File: config.mk
export PLATFORM = sky130hd
export DESIGN_NAME = sha1_stream_hash_top
export DESIGN_NICKNAME = d
export VERILOG_FILES = /design/src/sha1sh_pkg.sv /design/src/sha1sh_core.sv /design/src/sha1_stream_hash_top.sv
export SDC_FILE = /design/constraint.sdc
export NUM_CORES = 2
export LEC_CHECK = 0
export BUFFER_PORTS_ARGS = -buffer_cell sky130_fd_sc_hd__buf_4
export CORE_MARGIN = 4
export CORE_UTILIZATION = 55
export CTS_BUF_LIST = sky130_fd_sc_hd__clkbuf_8 sky130_fd_sc_hd__clkbuf_16
export DETAILED_ROUTE_END_ITERATION = 6
export PLACE_DENSITY_LB_ADDON = 0.3
export SLEW_MARGIN = 20
export SYNTH_ARGS = -nofsm -noshare
export SYNTH_HDL_FRONTEND = slang
export SYNTH_SLANG_ARGS = --single-unit
File: constraint.sdc
create_clock -name clk -period 30.4 [get_ports clk]
set_clock_uncertainty 0.1 [all_clocks]
set_input_delay 4.56 -clock clk [delete_from_list [all_inputs] [get_ports clk]]
set_output_delay 4.56 -clock clk [all_outputs]
set_load 0.02 [all_outputs]
File: src/sha1sh_pkg.sv
package sha1sh_pkg;

	typedef logic [31:0] word_t;
	typedef word_t [4:0] hash_t;

	localparam hash_t IV = '{
		32'hC3D2E1F0, 32'h10325476, 32'h98BADCFE, 32'hEFCDAB89, 32'h67452301
	};

	localparam word_t K0 = 32'h5A827999;
	localparam word_t K1 = 32'h6ED9EBA1;
	localparam word_t K2 = 32'h8F1BBCDC;
	localparam word_t K3 = 32'hCA62C1D6;

	localparam logic [5:0] PAD_POS   = 6'd56;
	localparam logic [5:0] LAST_POS  = 6'd63;
	localparam logic [6:0] FOLD_RND  = 7'd80;

	typedef struct packed {
		logic       push;
		logic [7:0] data;
		logic       reinit;
	} core_ctrl_t;

	typedef struct packed {
		logic       busy;
		logic [5:0] pos;
	} core_stat_t;

endpackage

File: src/sha1sh_core.sv
module sha1sh_core (
	input  logic                 clk,
	input  logic                 arst_n,
	input  sha1sh_pkg::core_ctrl_t ctrl,
	output sha1sh_pkg::core_stat_t stat,
	output sha1sh_pkg::hash_t      hash
);
	import sha1sh_pkg::*;

	logic [5:0]  pos_q;
	logic        busy_q;
	logic [6:0]  round_q;
	hash_t       h_q;
	logic [23:0] part_q;
	word_t       sched_q [16];
	word_t       a_q, b_q, c_q, d_q, e_q;

	word_t f, k, x, w_new, t;
	logic  push_ok, round_en;

	assign push_ok  = ctrl.push && !busy_q;
	assign round_en = busy_q && (round_q != FOLD_RND);

	always_comb begin
		priority if (round_q < 7'd20) begin
			f = (b_q & c_q) | (~b_q & d_q);
			k = K0;
		end else if (round_q < 7'd40) begin
			f = b_q ^ c_q ^ d_q;
			k = K1;
		end else if (round_q < 7'd60) begin
			f = (b_q & c_q) | (b_q & d_q) | (c_q & d_q);
			k = K2;
		end else begin
			f = b_q ^ c_q ^ d_q;
			k = K3;
		end
		x     = sched_q[13] ^ sched_q[8] ^ sched_q[2] ^ sched_q[0];
		w_new = {x[30:0], x[31]};
		t     = {a_q[26:0], a_q[31:27]} + f + e_q + k + sched_q[0];
	end

	always_ff @(posedge clk or negedge arst_n) begin
		if (!arst_n) begin
			pos_q   <= '0;
			busy_q  <= 1'b0;
			round_q <= '0;
			h_q     <= IV;
		end else if (busy_q) begin
			if (round_q == FOLD_RND) begin
				busy_q <= 1'b0;
				h_q[0] <= h_q[0] + a_q;
				h_q[1] <= h_q[1] + b_q;
				h_q[2] <= h_q[2] + c_q;
				h_q[3] <= h_q[3] + d_q;
				h_q[4] <= h_q[4] + e_q;
			end
			round_q <= round_q + 7'd1;
		end else if (ctrl.reinit) begin
			pos_q <= '0;
			h_q   <= IV;
		end else if (push_ok) begin
			pos_q <= pos_q + 6'd1;
			if (pos_q == LAST_POS) begin
				busy_q  <= 1'b1;
				round_q <= '0;
			end
		end
	end

	// message schedule window: sched_q[0] is the word of the current round
	always_ff @(posedge clk) begin
		if (round_en) begin
			for (int i = 0; i < 15; i++) sched_q[i] <= sched_q[i + 1];
			sched_q[15] <= w_new;
			e_q <= d_q;
			d_q <= c_q;
			c_q <= {b_q[1:0], b_q[31:2]};
			b_q <= a_q;
			a_q <= t;
		end else if (push_ok) begin
			part_q <= {part_q[15:0], ctrl.data};
			if (pos_q[1:0] == 2'd3) begin
				for (int i = 0; i < 15; i++) sched_q[i] <= sched_q[i + 1];
				sched_q[15] <= {part_q, ctrl.data};
			end
			if (pos_q == LAST_POS) begin
				a_q <= h_q[0];
				b_q <= h_q[1];
				c_q <= h_q[2];
				d_q <= h_q[3];
				e_q <= h_q[4];
			end
		end
	end

	assign stat.busy = busy_q;
	assign stat.pos  = pos_q;
	assign hash      = h_q;

endmodule

File: src/sha1_stream_hash_top.sv
// SHA-1 stream hasher.
// Input channel (in_valid/in_ready): one transaction carries data_byte with
// byte_present, and finish to close the message. The 64th byte of a block
// starts the compression, 80 rounds on one shared round unit followed by a
// fold into the chaining words, during which in_ready is low.
// On finish the block feeds its own padding bytes (0x80, zeros to offset 56,
// 64-bit bit length) at one byte a cycle while no compression runs, 9 to 72
// bytes with one or two compressions, then hands the digest over and
// reinitialises. From the finish transaction until then, in_ready stays low.
// Output channel (out_valid/out_ready): five transactions, digest_word H0
// first, last_word high on the fifth. The digest sits in its own buffer, so
// the next message is taken while it drains; a second finish waits for the
// buffer to empty when the receiver stalls.
// Reset (arst_n low) loads the initial hash values and clears the byte count,
// block position and output buffer; no result is pending afterwards.
module sha1_stream_hash_top (
	input  logic        clk,
	input  logic        arst_n,
	input  logic        in_valid,
	output logic        in_ready,
	input  logic [7:0]  data_byte,
	input  logic        byte_present,
	input  logic        finish,
	output logic        out_valid,
	input  logic        out_ready,
	output logic [31:0] digest_word,
	output logic        last_word
);
	import sha1sh_pkg::*;

	localparam logic [1:0] S_IDLE  = 2'd0;
	localparam logic [1:0] S_PAD   = 2'd1;
	localparam logic [1:0] S_DRAIN = 2'd2;

	localparam logic [1:0] PP_MARK = 2'd0;
	localparam logic [1:0] PP_ZERO = 2'd1;
	localparam logic [1:0] PP_LEN  = 2'd2;

	logic [1:0]  state_q;
	logic [1:0]  pp_q;
	logic [2:0]  lcnt_q;
	logic [60:0] cnt_q;
	logic [63:0] len_q;
	word_t       ob_q [5];
	logic [2:0]  ob_left_q;

	core_ctrl_t ctrl;
	core_stat_t stat;
	hash_t      hash;

	logic        in_acc, out_acc;
	logic [60:0] cnt_next;

	sha1sh_core u_core (
		.clk    (clk),
		.arst_n (arst_n),
		.ctrl   (ctrl),
		.stat   (stat),
		.hash   (hash)
	);

	assign in_ready = (state_q == S_IDLE) && !stat.busy;
	assign in_acc   = in_valid && in_ready;
	assign cnt_next = cnt_q + {60'd0, byte_present};

	assign out_valid   = (ob_left_q != 3'd0);
	assign out_acc     = out_valid && out_ready;
	assign digest_word = ob_q[0];
	assign last_word   = (ob_left_q == 3'd1);

	always_comb begin
		ctrl = '0;
		unique case (state_q)
			S_IDLE: begin
				ctrl.push = in_acc && byte_present;
				ctrl.data = data_byte;
			end
			S_PAD: begin
				if (!stat.busy) begin
					unique case (pp_q)
						PP_MARK: begin
							ctrl.push = 1'b1;
							ctrl.data = 8'h80;
						end
						PP_ZERO: ctrl.push = (stat.pos != PAD_POS);
						PP_LEN: begin
							ctrl.push = 1'b1;
							ctrl.data = len_q[63:56];
						end
						default: ctrl.push = 1'b0;
					endcase
				end
			end
			S_DRAIN: ctrl.reinit = !stat.busy && (ob_left_q == 3'd0);
			default: ctrl = '0;
		endcase
	end

	always_ff @(posedge clk or negedge arst_n) begin
		if (!arst_n) begin
			state_q   <= S_IDLE;
			pp_q      <= PP_MARK;
			lcnt_q    <= '0;
			cnt_q     <= '0;
			ob_left_q <= '0;
		end else begin
			if (ctrl.reinit) begin
				ob_left_q <= 3'd5;
			end else if (out_acc) begin
				ob_left_q <= ob_left_q - 3'd1;
			end
			unique case (state_q)
				S_IDLE: begin
					if (in_acc) begin
						cnt_q <= cnt_next;
						if (finish) begin
							state_q <= S_PAD;
							pp_q    <= PP_MARK;
							lcnt_q  <= '0;
						end
					end
				end
				S_PAD: begin
					if (!stat.busy) begin
						unique case (pp_q)
							PP_MARK: pp_q <= PP_ZERO;
							PP_ZERO: if (stat.pos == PAD_POS) pp_q <= PP_LEN;
							PP_LEN: begin
								lcnt_q <= lcnt_q + 3'd1;
								if (lcnt_q == 3'd7) state_q <= S_DRAIN;
							end
							default: pp_q <= PP_MARK;
						endcase
					end
				end
				S_DRAIN: begin
					if (ctrl.reinit) begin
						cnt_q   <= '0;
						state_q <= S_IDLE;
					end
				end
				default: state_q <= S_IDLE;
			endcase
		end
	end

	always_ff @(posedge clk) begin
		if (in_acc && finish) begin
			len_q <= {cnt_next, 3'b000};
		end else if (state_q == S_PAD && pp_q == PP_LEN && !stat.busy) begin
			len_q <= {len_q[55:0], 8'h00};
		end
		if (ctrl.reinit) begin
			for (int i = 0; i < 5; i++) ob_q[i] <= hash[i];
		end else if (out_acc) begin
			for (int i = 0; i < 4; i++) ob_q[i] <= ob_q[i + 1];
		end
	end

endmodule
* Word level (Yosys, flattened, before mapping)
Memories as Yosys holds them, arrays and structs flattened.
Index checks and enable logic that the tools add are counted.
** Cells by class
- $add $sub $neg :: 14
- $mul :: 0
- Divide/modulo/power cells :: 0
- $lt $le $gt $ge :: 3
- Equal/unequal tests :: 22
- Shift operators :: 0
- Mux-type cells :: 96
- Bitwise gates (word level) :: 35
- Reductions and logical operators :: 35
** Operators by type and width (number)
- 32-bit two-way mux :: 40
- 160-bit two-way mux :: 3
- 32-bit adder :: 9
- 32-bit XOR :: 5
- 32-bit AND :: 4
- 64-bit two-way mux :: 2
- 61-bit two-way mux :: 2
- 61-bit one-hot mux with 2 select lines :: 1
- 32-bit OR :: 3
- 61-bit by 1-bit adder with 61-bit output :: 1
- 32-bit NOT :: 1
- 31-bit two-way mux :: 1
- 7-bit two-way mux :: 4
- 2-bit two-way mux :: 10
- 1-bit OR :: 20
- 2-bit nonzero test :: 10
- 3-bit two-way mux :: 6
- 9-bit one-hot mux with 2 select lines :: 1
- 1-bit two-way mux :: 17
- 8-bit one-hot mux with 2 select lines :: 1
- 7-bit by 6-bit less-than comparator with 1-bit output, second input constant :: 2
- 2-bit != test, second input constant :: 7
- 6-bit == test, second input constant :: 2
- 6-bit two-way mux :: 2
- other kinds (30) :: 51
** Storage, ports and cells
- Register bits :: 490
- Bits in latches :: 0
- RAM bits :: 672
- Bits in read-only memories :: 0
- Input port bits :: 14
- Output and inout bits :: 35
- Memories kept :: 2
** Memories
- u_core.sched_q :: words 16, bits a word 32, read ports 16, clocked after memory_dff 0, write ports 16, RTL line sha1sh_core.sv:15 : word_t sched_q [16];
- ob_q :: words 5, bits a word 32, read ports 5, clocked after memory_dff 0, write ports 5, RTL line sha1_stream_hash_top.sv:44 : word_t ob_q [5];

* Depth between registers and ports, before layout
- Depth in word-level cells :: 11
- Gate-level depth with buffers :: 25

* By module
From an unflattened synthesis, not the netlist that was laid out.
** Unflattened totals
- Cells, all modules :: 4580
- Area total of the unflattened synthesis :: 57838.0 um2
** By module, submodules not included
- sha1sh_core :: instances 1, cells each 3380, area an instance 43488.0 um2, sequential area each 25354.3 um2
- sha1_stream_hash_top :: instances 1, cells each 1200, area an instance 14350.0 um2, sequential area each 8413.1 um2

* Least setup slack after synthesis
No wires, ideal clock.
- Path kind :: input port to flip-flop
- From :: in in_valid
- To :: mem u_core.sched_q[0][0] in the netlist's numbering (enable)
- Setup time :: 3.680 ns
- Arrival :: 14.087 ns
- Data required time :: 26.620 ns
- Setup slack :: 12.533 ns
- Cell stages on the path :: 6
- Buffers on the path :: 2
- Cell sequence :: and2_1 clkbuf_1 a22o_1 clkbuf_1 nand2_1 nand2_1
** RTL lines
- from (decl) :: RTL line sha1_stream_hash_top.sv:19 : input logic in_valid,
- to (decl) :: RTL line sha1sh_core.sv:15

* Final worst setup path
- From :: reg u_core.round_q[2]
- To :: reg u_core.a_q[31], data pin
** On the way
- Word-level cells in the longest chain between the ends :: 9
- Elaborated cells on any way between the ends :: 16
** RTL lines
- from (decl) :: RTL line sha1sh_core.sv:12 : logic [6:0] round_q;
- from (signal assigned) :: RTL line sha1sh_core.sv:58 : round_q <= round_q + 7'd1;
- 7-bit by 6-bit less-than comparator with 1-bit output :: RTL line sha1sh_core.sv:31 : end else if (round_q < 7'd60) begin
- 32-bit two-way mux :: RTL line sha1sh_core.sv:31
- 32-bit two-way mux :: RTL line sha1sh_core.sv:28 : end else if (round_q < 7'd40) begin
- 32-bit two-way mux :: RTL line sha1sh_core.sv:25 : priority if (round_q < 7'd20) begin
- 32-bit adder (4 in a row) :: RTL line sha1sh_core.sv:40 : t = {a_q[26:0], a_q[31:27]} + f + e_q + k + sched_q[0];
- 32-bit two-way mux (*) :: RTL line sha1sh_core.sv:73 : if (round_en) begin
- to (signal assigned) :: RTL line sha1sh_core.sv:80 : a_q <= t;
- to (signal assigned) :: RTL line sha1sh_core.sv:88 : a_q <= h_q[0];
- to (decl) :: RTL line sha1sh_core.sv:16 : word_t a_q, b_q, c_q, d_q, e_q;
Every way passes the cells marked *; elsewhere a longest branch is shown, timed or not.
A chain may end at the register's enable or synchronous reset.

==> flow_summary.toml <==
[run_status]
outcome = "finished, violations left"
violations = "DRC"

[synthesis]
synth_seq_area_share_pct = 59.4
synth_area_leaders = "edfxtp_1 48%, dfrtp_1 7.3%, ha_1 4.6%"
synth-edff-count = 917
yosysWarnings = 0
netlist_area_um2 = 56800
syn_nets = 4975
yosys-top-cells-count = "917 x edfxtp_1, 627 x nand2_1, 433 x o21ai_0"
async_flop_share_pct = 21.1
ys_seq_elements = 1162
synth.distinct_cells = 75
synth_most_common_cell = "edfxtp_1"
syn-mean-instance-area_um2 = 12.3
synth_largest_type_area_fraction_pct = 48.5
synth_cells = 4631
yosys.area.top_type = "edfxtp_1"
synth_flop_cell = "edfxtp_1"

[placed_design]
hpwlAfterDp_um = 84800
placement.io_buffers = 48
gp_congestion = 0.930

[clock_network]
cts_hold_buf = 0
cts_num_sinks = 1162
postCtsSetupBuffers = 0
h-tree-depth = 3
cts_buffer_depth = 3
cts_resized = 0
cts_buffers = 117
worstSkewPairLatency_ns = 0.74
cts_tree = "built"
clk_pin_slew_worst_paths_ns = 0.06
cts_root_buf = "clkbuf_16"

[worst_setup_path]
r2r_cells = 20
critPathLaunchType = "flop"
crit_path_max_fanout = 21
arrival_ns = 8.88
regToRegStartpoint = "u_core.round_q[2]"
reg2reg_slack_ns = 21.86
critPathKind = "flop to flop"
endpoint_kind = "flop"
r2r-end = "u_core.a_q[31]"
cp.required_ns = 30.74

[worst_hold_path]
hold_start = "u_core.sched_q[4][12]"
hold-path-endpoint = "u_core.sched_q[3][12]"
hold_path_class = "flop to flop"
hold_path_depth = 0

[cells_and_area]
multiInputGateArea_um2 = 21400
seqCellArea_um2 = 33800
n_antenna_cell = 0
syn2layout_area_growth_pct = 9.78
final_util_pct = 61.0
drive_gt1_share_pct = 11.2
fillers = 7896
nNetsFinal = 4977

[timing]
slew_viol_final = 0
setup_viol = 0
post-route-period-util_pct = 28.1
finalSetupTns_ns = 0
fin_crit_ns = 8.54
slew_headroom_pct = 24.4
rsz0062_at_grt = "no"
max_freq_mhz = 117
worst_slew_pin_slew_ns = 1.13
finalHoldViolCount = 0

[global_route]
antenna_found_initial = 1
grt_pass1_wl_um = 198000
grtUsageMet1_pct = 33.1
gr-usage-all-layers_pct = 23.4
overflow = 0
top_usage_layer = "met2"
grt_max_degree = 213
grtUsageMet3_pct = 3.33
met2_usage_pct = 37.4
grt_pass1_vias = 35000

[floorplan]
die_y_um = 329
start_util_pct = 55.6
rows = 117
dieArea_um2 = 108000
core_um2 = 102000
ios = 49
die_x_um = 329

[drt]
wirelength_um = 126000
route.detailed.wl_per_inst_um = 20.7
num_vias = 35700
firstDrtPassIters = 7
drt_iter0_drc = 3473
drtAntennaViolNets = 0
drcViolationCount = 1
vias_per_cell = 5.84

[flow_run]
maxCapViolCount = 0

[power_and_ir_drop]
p_leak_nw = 26.1
p_per_area_nw_per_um2 = 54.7
ir_worst_vdd_mv = 0.0516
## cells in the final DEF (no fill, tap or decap), drive strengths merged, types with 36 or more instances in the layout
master and n:
clkbuf 132, and3 46, nor2 161, fa 119, xnor2 209, buf 89, nand3 124, clkinv 43
dfrtp 165, inv 248, a21o 99, dfstp 80, ha 211, a211oi 37, xor2 119, nand2b 36
o21ai 466, nand2 627, a21oi 187, o31ai 44, mux2 139, edfxtp 917, nor3 74
## sequential cells by signal (all words and copies together) (netlist names)
name,flops
u_core.sched_q,512
ob_q,160
u_core.hash,160
cnt_q,61
len_q,61
u_core.a_q,32
u_core.b_q,32
u_core.c_q,32
u_core.d_q,32
u_core.e_q,32
u_core.part_q,24
u_core.round_q,7
u_core.pos_q,6
lcnt_q,3
ob_left_q,3
pp_q,2
state_q,2
u_core.busy_q,1
## worst max-delay path by stage
| stage | start | end | cells past startpoint |
|---|---|---|---|
| 4_1_cts | u_core.round_q[2] | u_core.a_q[31] | 20 |
| 2_1_floorplan | in_valid | u_core.sched_q[0][0] | 6 |
| 5_1_grt | u_core.round_q[2] | u_core.a_q[30] | 20 |
| 3_5_place_dp | in_valid | u_core.c_q[11] | 9 |
| 3_3_place_gp | in_valid | u_core.c_q[11] | 9 |
| 6_report | u_core.round_q[2] | u_core.a_q[31] | 20 |
## per-layer routing
layer | vias up | wire length, um
met5 | - | 0
met4 | 0 | 4460
met3 | 248 | 8100
met2 | 1221 | 59100
met1 | 17500 | 54800
li1 | 16700 | -
## where the power goes
group / switching, mW / total (mW) / internal (mW)
logic: 0.0981 / 0.168 / 0.0699
clock network: 0.631 / 1.45 / 0.820
registers: 0.0171 / 1.79 / 1.77
## layout make-up
cell class	count	share of cell area [%]
inverter	217	1.31
sequential	1162	54.2
tap	1368	2.75
timing repair buffer	89	1.14
clock inverter	91	1.31
clock buffer	132	5.03
multi-input combinational	3046	34.3
## kinds of logic after synthesis
logic type,share of synthesized area (%)
compound gates,11.1
xor+xnor,5.06
mux,3.35
flops,59.4
buf+inv,3.02
simple gates,9.16
fa+ha+maj,8.84
## critical path, stage by stage, from the launching register on
cell	delay, ns
dfrtp_1	0.42
and3_1	0.25
or3_1	0.80
nand2_1	0.92
clkinv_1	0.89
a221o_1	0.53
fa_1	0.50
fa_1	0.49
inv_1	0.05
fa_1	0.47
inv_1	0.04
ha_1	0.31
a2111oi_0	0.65
a2111oi_0	0.26
buf_4	0.21
or2_1	0.29
a221o_1	0.37
a211o_1	0.31
a21oi_1	0.18
xnor2_1	0.14
o21ai_1	0.07
## through the flow
stage / cell area (um^2) / hold slack (ns) / cells / power (mW) / worst slack, ns
6_report: 62400 / 0.301 / 6105 / 3.41 / 21.86
5_1_grt: 62400 / 0.313 / 6105 / 3.52 / 21.70
4_1_cts: 62400 / 0.300 / 6105 / 3.44 / 21.98
3_5_place_dp: 58400 / 0.305 / 5882 / 1.99 / 21.37
3_3_place_gp: 58400 / 0.300 / 5882 / 1.99 / 21.44
2_1_floorplan: 56800 / 0.300 / 4631 / 1.94 / 12.53
(Power assumes the default switching activity.)
